### src/hdl/tpre_pkg.sv
// Shared types and constants of the touch point report engine.
package tpre_pkg;

  localparam int unsigned CFG_IDX_W  = 3;
  localparam int unsigned CFG_DATA_W = 12;

  localparam logic [CFG_IDX_W-1:0] REG_SCREEN_MAX_X = 3'd0;
  localparam logic [CFG_IDX_W-1:0] REG_SCREEN_MAX_Y = 3'd1;
  localparam logic [CFG_IDX_W-1:0] REG_SWAP_AXES    = 3'd2;
  localparam logic [CFG_IDX_W-1:0] REG_MIRROR_X     = 3'd3;
  localparam logic [CFG_IDX_W-1:0] REG_MIRROR_Y     = 3'd4;
  localparam logic [CFG_IDX_W-1:0] REG_SCALE_X      = 3'd5;
  localparam logic [CFG_IDX_W-1:0] REG_SCALE_Y      = 3'd6;

  localparam logic [1:0] EV_CONTACT = 2'd0;
  localparam logic [1:0] EV_RELEASE = 2'd1;
  localparam logic [1:0] EV_SYNC    = 2'd2;

  localparam logic [7:0] NO_POINT      = 8'hFF;
  localparam logic [7:0] STATUS_DOWN   = 8'h01;
  localparam logic [7:0] STATUS_MOVE   = 8'h02;
  localparam logic [11:0] COORD_MAX    = 12'hFFF;
  localparam logic [3:0] SCALE_DEFAULT = 4'h1;

  typedef struct packed {
    logic [7:0] x_high;
    logic [7:0] x_low;
    logic [7:0] y_high;
    logic [7:0] y_low;
    logic [7:0] point_status;
    logic [7:0] touch_id;
    logic       frame_end;
  } in_t;

  typedef struct packed {
    logic [1:0]  event_kind;
    logic [3:0]  slot;
    logic [15:0] pos_x;
    logic [15:0] pos_y;
    logic        last_event;
  } out_t;

  typedef struct packed {
    logic       load;
    logic       emit;
    logic [1:0] kind;
    logic       last;
    logic       mark;
    logic       step;
    logic       frame_update;
  } cmd_t;

  typedef struct packed {
    logic out_free;
    logic rec_valid;
    logic rec_fend;
    logic rel_bit;
    logic scan_last;
    logic reported;
  } sts_t;

  typedef enum logic [3:0] {
    S_IDLE  = 4'b0001,
    S_POINT = 4'b0010,
    S_SCAN  = 4'b0100,
    S_SYNC  = 4'b1000
  } state_t;

endpackage

### src/hdl/touch_point_report_engine.sv
// Top level of the touch point report engine.
//
// One request on the input channel carries one point record of a touch
// frame; frame_end marks the last record of the frame. Each valid record
// gives a contact result on the output channel. The record with frame_end
// then gives a release result for each slot that was pressed in the
// previous frame and not in this one, in ascending slot order, followed by
// a sync result if the frame reported anything. last_event marks the final
// result of a record. Configuration writes are taken at any clock edge with
// cfg_we high; the user must write only while no record is in flight; the
// block does not enforce it. For a record without frame_end, the record is
// registered, then the contact enters the output register once it is free
// and in_ready returns then. A record with frame_end then runs the release
// scan, one slot per cycle unless a release waits for a busy output register,
// and ends with the sync step. A stalled receiver holds the engine in place
// whenever it has a new result ready, dropping none. Reset restores the
// register defaults and clears the slot masks, out_valid and state machine.
module touch_point_report_engine
  import tpre_pkg::*;
#(
  parameter int unsigned SLOTS = 10
) (
  input  logic                  clk,
  input  logic                  rst_n,
  input  logic                  cfg_we,
  input  logic [CFG_IDX_W-1:0]  cfg_index,
  input  logic [CFG_DATA_W-1:0] cfg_wdata,
  input  logic                  in_valid,
  output logic                  in_ready,
  input  in_t                   in_data,
  output logic                  out_valid,
  input  logic                  out_ready,
  output out_t                  out_data
);

  cmd_t cmd;
  sts_t sts;

  tpre_ctrl u_ctrl (
    .clk      (clk),
    .rst_n    (rst_n),
    .in_valid (in_valid),
    .in_ready (in_ready),
    .sts      (sts),
    .cmd      (cmd)
  );

  tpre_datapath #(
    .SLOTS (SLOTS)
  ) u_datapath (
    .clk       (clk),
    .rst_n     (rst_n),
    .cfg_we    (cfg_we),
    .cfg_index (cfg_index),
    .cfg_wdata (cfg_wdata),
    .in_data   (in_data),
    .cmd       (cmd),
    .sts       (sts),
    .out_valid (out_valid),
    .out_ready (out_ready),
    .out_data  (out_data)
  );

endmodule

### src/hdl/tpre_ctrl.sv
// Sequencing state machine of the touch point report engine.
module tpre_ctrl
  import tpre_pkg::*;
(
  input  logic clk,
  input  logic rst_n,
  input  logic in_valid,
  output logic in_ready,
  input  sts_t sts,
  output cmd_t cmd
);

  state_t state_r;
  state_t state_nxt;

  always_ff @(posedge clk) begin
    if (!rst_n) begin
      state_r <= S_IDLE;
    end else begin
      state_r <= state_nxt;
    end
  end

  always_comb begin
    state_nxt = state_r;
    cmd       = '0;
    in_ready  = 1'b0;
    unique case (state_r)
      S_IDLE: begin
        in_ready = 1'b1;
        if (in_valid) begin
          cmd.load  = 1'b1;
          state_nxt = S_POINT;
        end
      end
      S_POINT: begin
        if (sts.rec_valid) begin
          if (sts.out_free) begin
            cmd.emit  = 1'b1;
            cmd.kind  = EV_CONTACT;
            cmd.last  = !sts.rec_fend;
            cmd.mark  = 1'b1;
            state_nxt = sts.rec_fend ? S_SCAN : S_IDLE;
          end
        end else begin
          state_nxt = sts.rec_fend ? S_SCAN : S_IDLE;
        end
      end
      S_SCAN: begin
        if (!sts.rel_bit || sts.out_free) begin
          cmd.emit = sts.rel_bit;
          cmd.kind = EV_RELEASE;
          cmd.step = 1'b1;
          if (sts.scan_last) begin
            state_nxt = S_SYNC;
          end
        end
      end
      S_SYNC: begin
        if (!sts.reported || sts.out_free) begin
          cmd.emit         = sts.reported;
          cmd.kind         = EV_SYNC;
          cmd.last         = 1'b1;
          cmd.frame_update = 1'b1;
          state_nxt        = S_IDLE;
        end
      end
      default: begin
        state_nxt = S_IDLE;
      end
    endcase
  end

endmodule

### src/hdl/tpre_datapath.sv
// Record decode, coordinate transform, slot masks and result register.
module tpre_datapath
  import tpre_pkg::*;
#(
  parameter int unsigned SLOTS = 10
) (
  input  logic                  clk,
  input  logic                  rst_n,
  input  logic                  cfg_we,
  input  logic [CFG_IDX_W-1:0]  cfg_index,
  input  logic [CFG_DATA_W-1:0] cfg_wdata,
  input  in_t                   in_data,
  input  cmd_t                  cmd,
  output sts_t                  sts,
  output logic                  out_valid,
  input  logic                  out_ready,
  output out_t                  out_data
);

  localparam int unsigned SCNT_W = (SLOTS > 1) ? $clog2(SLOTS) : 1;

  logic [11:0] screen_max_x_r;
  logic [11:0] screen_max_y_r;
  logic        swap_axes_r;
  logic        mirror_x_r;
  logic        mirror_y_r;
  logic [3:0]  scale_x_r;
  logic [3:0]  scale_y_r;

  in_t               rec_r;
  logic [SLOTS-1:0]  pressed_now_r;
  logic [SLOTS-1:0]  pressed_now_nxt;
  logic [SLOTS-1:0]  pressed_before_r;
  logic              reported_r;
  logic [SCNT_W-1:0] scan_r;
  logic              out_valid_r;
  out_t              out_data_r;
  out_t              out_data_nxt;

  logic [11:0] raw_x;
  logic [11:0] raw_y;
  logic [11:0] sw_x;
  logic [11:0] sw_y;
  logic [11:0] mir_x;
  logic [11:0] mir_y;
  logic [3:0]  contact_slot;

  always_ff @(posedge clk) begin
    if (!rst_n) begin
      screen_max_x_r <= COORD_MAX;
      screen_max_y_r <= COORD_MAX;
      swap_axes_r    <= 1'b0;
      mirror_x_r     <= 1'b0;
      mirror_y_r     <= 1'b0;
      scale_x_r      <= SCALE_DEFAULT;
      scale_y_r      <= SCALE_DEFAULT;
    end else if (cfg_we) begin
      unique case (cfg_index)
        REG_SCREEN_MAX_X: screen_max_x_r <= cfg_wdata;
        REG_SCREEN_MAX_Y: screen_max_y_r <= cfg_wdata;
        REG_SWAP_AXES:    swap_axes_r    <= cfg_wdata[0];
        REG_MIRROR_X:     mirror_x_r     <= cfg_wdata[0];
        REG_MIRROR_Y:     mirror_y_r     <= cfg_wdata[0];
        REG_SCALE_X:      scale_x_r      <= cfg_wdata[3:0];
        REG_SCALE_Y:      scale_y_r      <= cfg_wdata[3:0];
        default: begin
        end
      endcase
    end
  end

  assign raw_x = {rec_r.x_high, rec_r.x_low[3:0]};
  assign raw_y = {rec_r.y_high, rec_r.y_low[3:0]};
  assign sw_x  = swap_axes_r ? raw_y : raw_x;
  assign sw_y  = swap_axes_r ? raw_x : raw_y;

  always_comb begin
    mir_x = sw_x;
    mir_y = sw_y;
    if (mirror_x_r) begin
      mir_x = (sw_x > screen_max_x_r) ? 12'd0 : (screen_max_x_r - sw_x);
    end
    if (mirror_y_r) begin
      mir_y = (sw_y > screen_max_y_r) ? 12'd0 : (screen_max_y_r - sw_y);
    end
  end

  assign contact_slot = 4'(rec_r.touch_id - 8'd1);

  always_comb begin
    sts.out_free  = !out_valid_r || out_ready;
    sts.rec_valid = (rec_r.x_high != NO_POINT) && (rec_r.y_high != NO_POINT) &&
                    ((rec_r.point_status == STATUS_DOWN) ||
                     (rec_r.point_status == STATUS_MOVE)) &&
                    (rec_r.touch_id != 8'd0) && (rec_r.touch_id <= 8'(SLOTS));
    sts.rec_fend  = rec_r.frame_end;
    sts.rel_bit   = pressed_before_r[scan_r] && !pressed_now_r[scan_r];
    sts.scan_last = (scan_r == SCNT_W'(SLOTS - 1));
    sts.reported  = reported_r;
  end

  always_comb begin
    pressed_now_nxt = pressed_now_r;
    for (int i = 0; i < SLOTS; i++) begin
      if (contact_slot == 4'(i)) begin
        pressed_now_nxt[i] = 1'b1;
      end
    end
  end

  always_comb begin
    out_data_nxt            = '0;
    out_data_nxt.event_kind = cmd.kind;
    out_data_nxt.last_event = cmd.last;
    case (cmd.kind)
      EV_CONTACT: begin
        out_data_nxt.slot  = contact_slot;
        out_data_nxt.pos_x = 16'(mir_x) * 16'(scale_x_r);
        out_data_nxt.pos_y = 16'(mir_y) * 16'(scale_y_r);
      end
      EV_RELEASE: begin
        out_data_nxt.slot = 4'(scan_r);
      end
      default: begin
      end
    endcase
  end

  always_ff @(posedge clk) begin
    if (cmd.load) begin
      rec_r <= in_data;
    end
    if (cmd.emit) begin
      out_data_r <= out_data_nxt;
    end
  end

  always_ff @(posedge clk) begin
    if (!rst_n) begin
      pressed_now_r    <= '0;
      pressed_before_r <= '0;
      reported_r       <= 1'b0;
      scan_r           <= '0;
      out_valid_r      <= 1'b0;
    end else begin
      if (cmd.emit) begin
        out_valid_r <= 1'b1;
      end else if (out_ready) begin
        out_valid_r <= 1'b0;
      end
      if (cmd.mark) begin
        pressed_now_r <= pressed_now_nxt;
      end
      if (cmd.mark || (cmd.emit && (cmd.kind == EV_RELEASE))) begin
        reported_r <= 1'b1;
      end
      if (cmd.step && !sts.scan_last) begin
        scan_r <= scan_r + SCNT_W'(1);
      end
      if (cmd.frame_update) begin
        pressed_before_r <= pressed_now_r;
        pressed_now_r    <= '0;
        reported_r       <= 1'b0;
        scan_r           <= '0;
      end
    end
  end

  assign out_valid = out_valid_r;
  assign out_data  = out_data_r;

endmodule
### config.mk
export PLATFORM = sky130hd
export DESIGN_NAME = touch_point_report_engine
export DESIGN_NICKNAME = d
export VERILOG_FILES = /design/src/hdl/tpre_pkg.sv /design/src/hdl/touch_point_report_engine.sv /design/src/hdl/tpre_ctrl.sv /design/src/hdl/tpre_datapath.sv
export SDC_FILE = /design/constraint.sdc
export NUM_CORES = 1
export LEC_CHECK = 0
export ABC_AREA = 1
export BUFFER_PORTS_ARGS = -buffer_cell sky130_fd_sc_hd__buf_2
export CAP_MARGIN = 20
export CORE_ASPECT_RATIO = 0.9
export CORE_MARGIN = 4
export CORE_UTILIZATION = 65
export CTS_BUF_LIST = sky130_fd_sc_hd__clkbuf_4
export DETAILED_ROUTE_END_ITERATION = 8
export MAX_ROUTING_LAYER = met4
export PLACE_DENSITY = 0.87
export SYNTH_ARGS = -nofsm -noshare
export SYNTH_HDL_FRONTEND = slang
export SYNTH_HIERARCHICAL = 1
export SYNTH_SLANG_ARGS = --single-unit
### constraint.sdc
create_clock -name clk -period 8.4 [get_ports clk]
set_clock_uncertainty 0.15 [all_clocks]
set_input_delay 0.84 -clock clk [delete_from_list [all_inputs] [get_ports clk]]
set_output_delay 0.84 -clock clk [all_outputs]
set_load 0.005 [all_outputs]
---- Word-level counts from Yosys, hierarchy flattened ----
Cells that the tools add are included.
operators by class
  add/sub/neg operators ................... 4
  multiply operators ...................... 2
  magnitude comparators ................... 4
  equality and inequality tests ........... 30
  muxes and demuxes ....................... 35
  bitwise gates (word level) .............. 1
  reductions and logical operators ........ 42
operator list
  kind                count
  $mux 12             6
  $reduce_and 2->1    17
  $mul 12x4->16       2
  $mux 4              7
  $gt 12x12->1        2
  $sub 12x12->12      2
  $eq 4x3->1 const B  5
  $eq 4x4->1 const B  4
  $ne 8x8->1 const B  2
  $pmux 4 s4          1
  $eq 4x2->1 const B  3
  $mux 1              12
  $mux 5              2
  $eq 3x3->1 const B  3
  $pmux 3 s3          1
  $bmux 1 s4          2
  $eq 4x1->1 const B  2
  $eq 8x1->1 const B  1
  $eq 8x2->1 const B  1
  $le 8x4->1 const B  1
  $pmux 4 s2          1
  $reduce_bool 8->1   1
  $logic_and 1x1->1   7
  $eq 3x2->1 const B  2
  other kinds (19)    31
storage, ports and cells
  register bits after elaboration ......... 145
  input bits .............................. 69
  output and inout bits ................... 41
  logic and storage cells ................. 152

---- Logic depth before layout (Yosys ltp) ----
  word-level depth ........................ 11
  mapped depth ............................ 30
  mapped depth without buffers ............ 29

---- By module ----
Netlist, hierarchy kept.
by module, submodules not included
  module         instances  cells each  area an instance (sq um)
  tpre_datapath  1          1330        10118.5
  tpre_ctrl      1          67          370.4

---- Least setup slack after synthesis ----
OpenSTA, ideal clock, no wires.
  path kind ............................... register -> register
  from .................................... register u_datapath.swap_axes_r
  to ...................................... register u_datapath.out_data_r (netlist bit u_datapath/out_data[26]), data pin
  library setup time ...................... 0.253 ns
  data arrival time ....................... 4.232 ns
  required time ........................... 7.997 ns
  setup slack ............................. 3.765 ns
  stages on the path, launching flop included .. 29
  buffers on the path ..................... 2
  path through ............................ dfxtp_1 buf_2 buf_4 nand2_1 o21ai_0 inv_1 fa_1 inv_1 nand3_1 nand3_1 nand2_1 nand3_2 nand2_2 or2_4 nand2_1 nand2_1 fa_1 fa_1 inv_1 ha_1 nand3_1 nand2_1 nand2_1 nand2_1 inv_1 o21ai_0 nand2_1 nand2_1 nor2_1
between the ends
  cells in the longest elaborated chain, start to end .. 5
ends and longest elaborated chain
  item                                            RTL line              source
  from (decl)                                     tpre_datapath.sv:24   logic swap_axes_r;
  from (signal assigned)                          tpre_datapath.sv:61   REG_SWAP_AXES: swap_axes_r <= cfg_wdata[0];
  $mux 12 *                                       tpre_datapath.sv:74   assign sw_x = swap_axes_r ? raw_y : raw_x;
  $sub 12x12->12 or $gt 12x12->1 (tied branches)  tpre_datapath.sv:81   mir_x = (sw_x > screen_max_x_r) ? 12'd0 : (screen_max_x_r - sw_x);
  $mux 12                                         tpre_datapath.sv:81
  $mux 12 *                                       tpre_datapath.sv:80   if (mirror_x_r) begin
  $mul 12x4->16 *                                 tpre_datapath.sv:118  out_data_nxt.pos_x = 16'(mir_x) * 16'(scale_x_r);
  to (signal assigned)                            tpre_datapath.sv:134  out_data_r <= out_data_nxt;
  to (decl)                                       tpre_datapath.sv:37   out_t out_data_r;
Every way passes the cells marked *; elsewhere a longest branch is shown, timed or not.
A chain may end at the register's enable or synchronous reset.

---- Worst setup path in the final report ----
  from .................................... register u_datapath.swap_axes_r
  to ...................................... register u_datapath.out_data_r (netlist bit u_datapath/out_data[27]), data pin
The elaborated chain is that of the path after synthesis.

==> impl_metrics.env <==
export IMPL_end_kind="register"
export IMPL_netlist_area_sq_um=10500
export IMPL_whs_ps=298
export IMPL_port_buffers=101
export IMPL_grt_max_degree=50
export IMPL_maxCapViolCount=0
export IMPL_cts_max_path_buffers=2
export IMPL_finalWorstSetupSlack_ps=2810
export IMPL_finalNetCount=1671
export IMPL_synth_cell_types=39
export IMPL_netlist_area_leader_share_pct=22.9
export IMPL_place_gp_congestion=0.919
export IMPL_rows=43
export IMPL_synth_area_top_cells="edfxtp_1 23%, dfxtp_1 12%, nand2_1 11%"
export IMPL_start_kind="register"
export IMPL_start_util_pct=67.2
export IMPL_tritoncts="built"
export IMPL_finalHoldViolCount=0
export IMPL_synth_ff_type="edfxtp_1"
export IMPL_path_buf_inv=6
export IMPL_dp_hpwl_um=19500
export IMPL_die_h_um=129
export IMPL_postCtsSetupBuffers=0
export IMPL_synth_avg_cell_area_sq_um=7.51
export IMPL_first_pass_iters=7
export IMPL_cp_slowest_cell="o21ai_0"
export IMPL_rsz0062_at_grt="false"
export IMPL_ys_seq_area_share_pct=35.3
export IMPL_regArea_sq_um=3700
export IMPL_grt_pass1_wl_um=40500
export IMPL_crit_top_cell="nand2_1"
export IMPL_clk_pin_slew_ps=140
export IMPL_antenna_left=0
export IMPL_cp_slowest_stage_delay_ps=580
export IMPL_cts_buffers=17
export IMPL_synth_most_common_cell="nand2_1"
export IMPL_pwr_density_cell_nw_per_um2=146
export IMPL_hold_buffers=0
export IMPL_core_area_sq_um=15600
export IMPL_final_area_sq_um=11500
export IMPL_final_instance_count_excl_fill=1706
export IMPL_required_ps=8580
export IMPL_place_inst=1670
export IMPL_wl_um=24800
export IMPL_drtIter0Drc=727
export IMPL_min_path_type="in -> reg"
export IMPL_place_area_sq_um=11100
export IMPL_ir_worst_vdd_v=0.000220
export IMPL_gr_total_overflow=0
export IMPL_power_leakage_nw=5.59
export IMPL_grt_total_usage_pct=28.5
export IMPL_pin_count=110
export IMPL_worstMarginPinSlew_ps=899
export IMPL_setup_viol=0
export IMPL_drive_gt1_share_pct=12.6
export IMPL_slew_violations=0
export IMPL_synth_async_reset_ratio_pct=0
export IMPL_wire_per_inst_um=14.5
export IMPL_syn_inst=1397
export IMPL_cts_htree_levels=4
export IMPL_fmax_mhz=179
export IMPL_crit_type="reg -> reg"
export IMPL_slew_headroom_pct=40.1
export IMPL_multi_input_area_sq_um=5750
export IMPL_fin_util_pct=73.5
export IMPL_clock_latency_ps=560
export IMPL_period_share_pct=66.6
export IMPL_drc=0
export IMPL_die_area_sq_um=18200
export IMPL_antenna_found_initial=1
export IMPL_worst_ep_arrival_time_ps=5780
export IMPL_fp_dieW_um=142
export IMPL_ctsResizeCount=0
export IMPL_clockRootBuffer="clkbuf_4"
export IMPL_yosysWarnings=6
export IMPL_totalPowerFinal_mw=1.68
export IMPL_ys_top_cells_by_count="318 x nand2_1, 224 x inv_1, 162 x a21oi_1"
export IMPL_cts_sinks=145
export IMPL_areaGrowthSynthToFinish_pct=9.30
export IMPL_yosysTopAreaCell="edfxtp_1"
export IMPL_cp_max_fo=49
export IMPL_cp_top_family="adder cells"
export IMPL_vias=9445
export IMPL_place_ws_ps=2910
export IMPL_grt_pass1_vias=8615
export IMPL_outcome="finished, final reports clean"
export IMPL_ys_ff_latch=145
export IMPL_fillCellCount=1246
export IMPL_final_setup_tns_ps=0
export IMPL_min_period_ps=5590
export IMPL_synth_edf_count=80
export IMPL_synthesis_nets=1579
export IMPL_vias_per_cell=5.54
[logic make-up (layout without fill, tap and decap cells)]
group	Yosys count	after routing	synth area share [%]
adder cells (fa/ha/maj)	113	113	16.5
other	0	2	0
buffers and inverters	272	377	9.97
XOR/XNOR	13	13	1.09
AO/OA/AOI/OAI	267	267	13.4
flip-flops	145	145	35.3
AND/OR/NAND/NOR	587	587	23.8
[layer usage]
metal,share of wire [%],track usage (%)
met1,46,40.7
met2,44,42.4
met3,9.1,5.57
met4,1.3,6.60
met5,0,-
[layout by cell type (no fill, tap or decap), types with 2 or more instances in the layout]
master     synthesis  layout
or2_1              5       5
clkbuf_4           0      18
buf_2              5     101
fa_1              42      42
clkinv_2           1       2
diode_2            0       2
inv_1            224     224
or2_2             15      15
nand2_1          318     318
nor2_2             6       6
nand2_2            3       3
ha_1              71      71
o221ai_1           2       2
o211ai_1           8       8
buf_4              4       4
nor2_1           123     122
a21oi_1          162     162
xor2_1             9       9
dfxtp_1           65      65
nand4_1           17      17
o21ai_0           76      76
bufinv_16          0       2
a21o_1             2       2
inv_6              0       7
inv_8              0       3
nand3_1           84      84
nor3_1             4       4
edfxtp_1          80      80
nor4_1             2       2
inv_2             12      12
nand3_2            7       7
o21bai_1           5       5
xnor2_1            4       4
or2_4              2       2
o21ai_1            2       2
o22ai_1            6       6
[registers in the layout, summed over array words and instances (netlist names), 4 cells and up]
signal                       flops
u_ctrl/state_r                   4
u_datapath/out_data             39
u_datapath/pressed_before_r     10
u_datapath/pressed_now_r        10
u_datapath/raw_x                12
u_datapath/raw_y                12
u_datapath/rec_r                16
u_datapath/scale_x_r             4
u_datapath/scale_y_r             4
u_datapath/scan_r                4
u_datapath/screen_max_x_r       12
u_datapath/screen_max_y_r       12
[worst paths after layout]
check / depth (start not counted) / startpoint / slack [ps] / end
setup / recovery: 25 / u_datapath/swap_axes_r / 2810 / u_datapath/out_data[27]
hold / removal: 1 / in_data[18] / 300 / u_datapath/raw_y[1]
setup reg to reg: 25 / u_datapath/swap_axes_r / 2810 / u_datapath/out_data[27]
hold reg to reg: 2 / u_datapath/screen_max_y_r[3] / 330 / u_datapath/screen_max_y_r[3]
[worst register-to-register path, cell delays in order (launching register included)]
cell and delay, ps:
dfxtp_1 320, buf_4 240, o21ai_0 590, ha_1 420
nand2_1 150, inv_2 50, nand2_1 80, inv_1 50
nand2_1 80, nand3_2 80, nand2_2 140, clkinv_2 150
nand2_1 190, a21oi_1 130, fa_1 550, inv_1 50
fa_1 530, inv_1 40, ha_1 370, nand2_1 140
o21ai_0 270, nor2_1 130, o21ai_0 300, nand2_1 90
nand2_1 70, nor2_1 40
[layout make-up]
type,count,area share (%)
Multi-Input combinational cell,980,50.1
Sequential cell,145,32.3
Inverter,239,7.86
Timing Repair Buffer,106,4.85
Tap cell,202,2.20
Clock inverter,14,1.44
Clock buffer,18,1.18
Antenna cell,2,0.0437
[where the power goes]
group	total [mW]	internal, mW	switching (mW)	leakage [nW]
Clock	0.469	0.191	0.278	0.165
Combinational	0.413	0.142	0.270	4.16
Sequential	0.797	0.782	0.0148	1.27
Total	1.68	1.12	0.563	5.59
(Power assumes the default switching activity.)
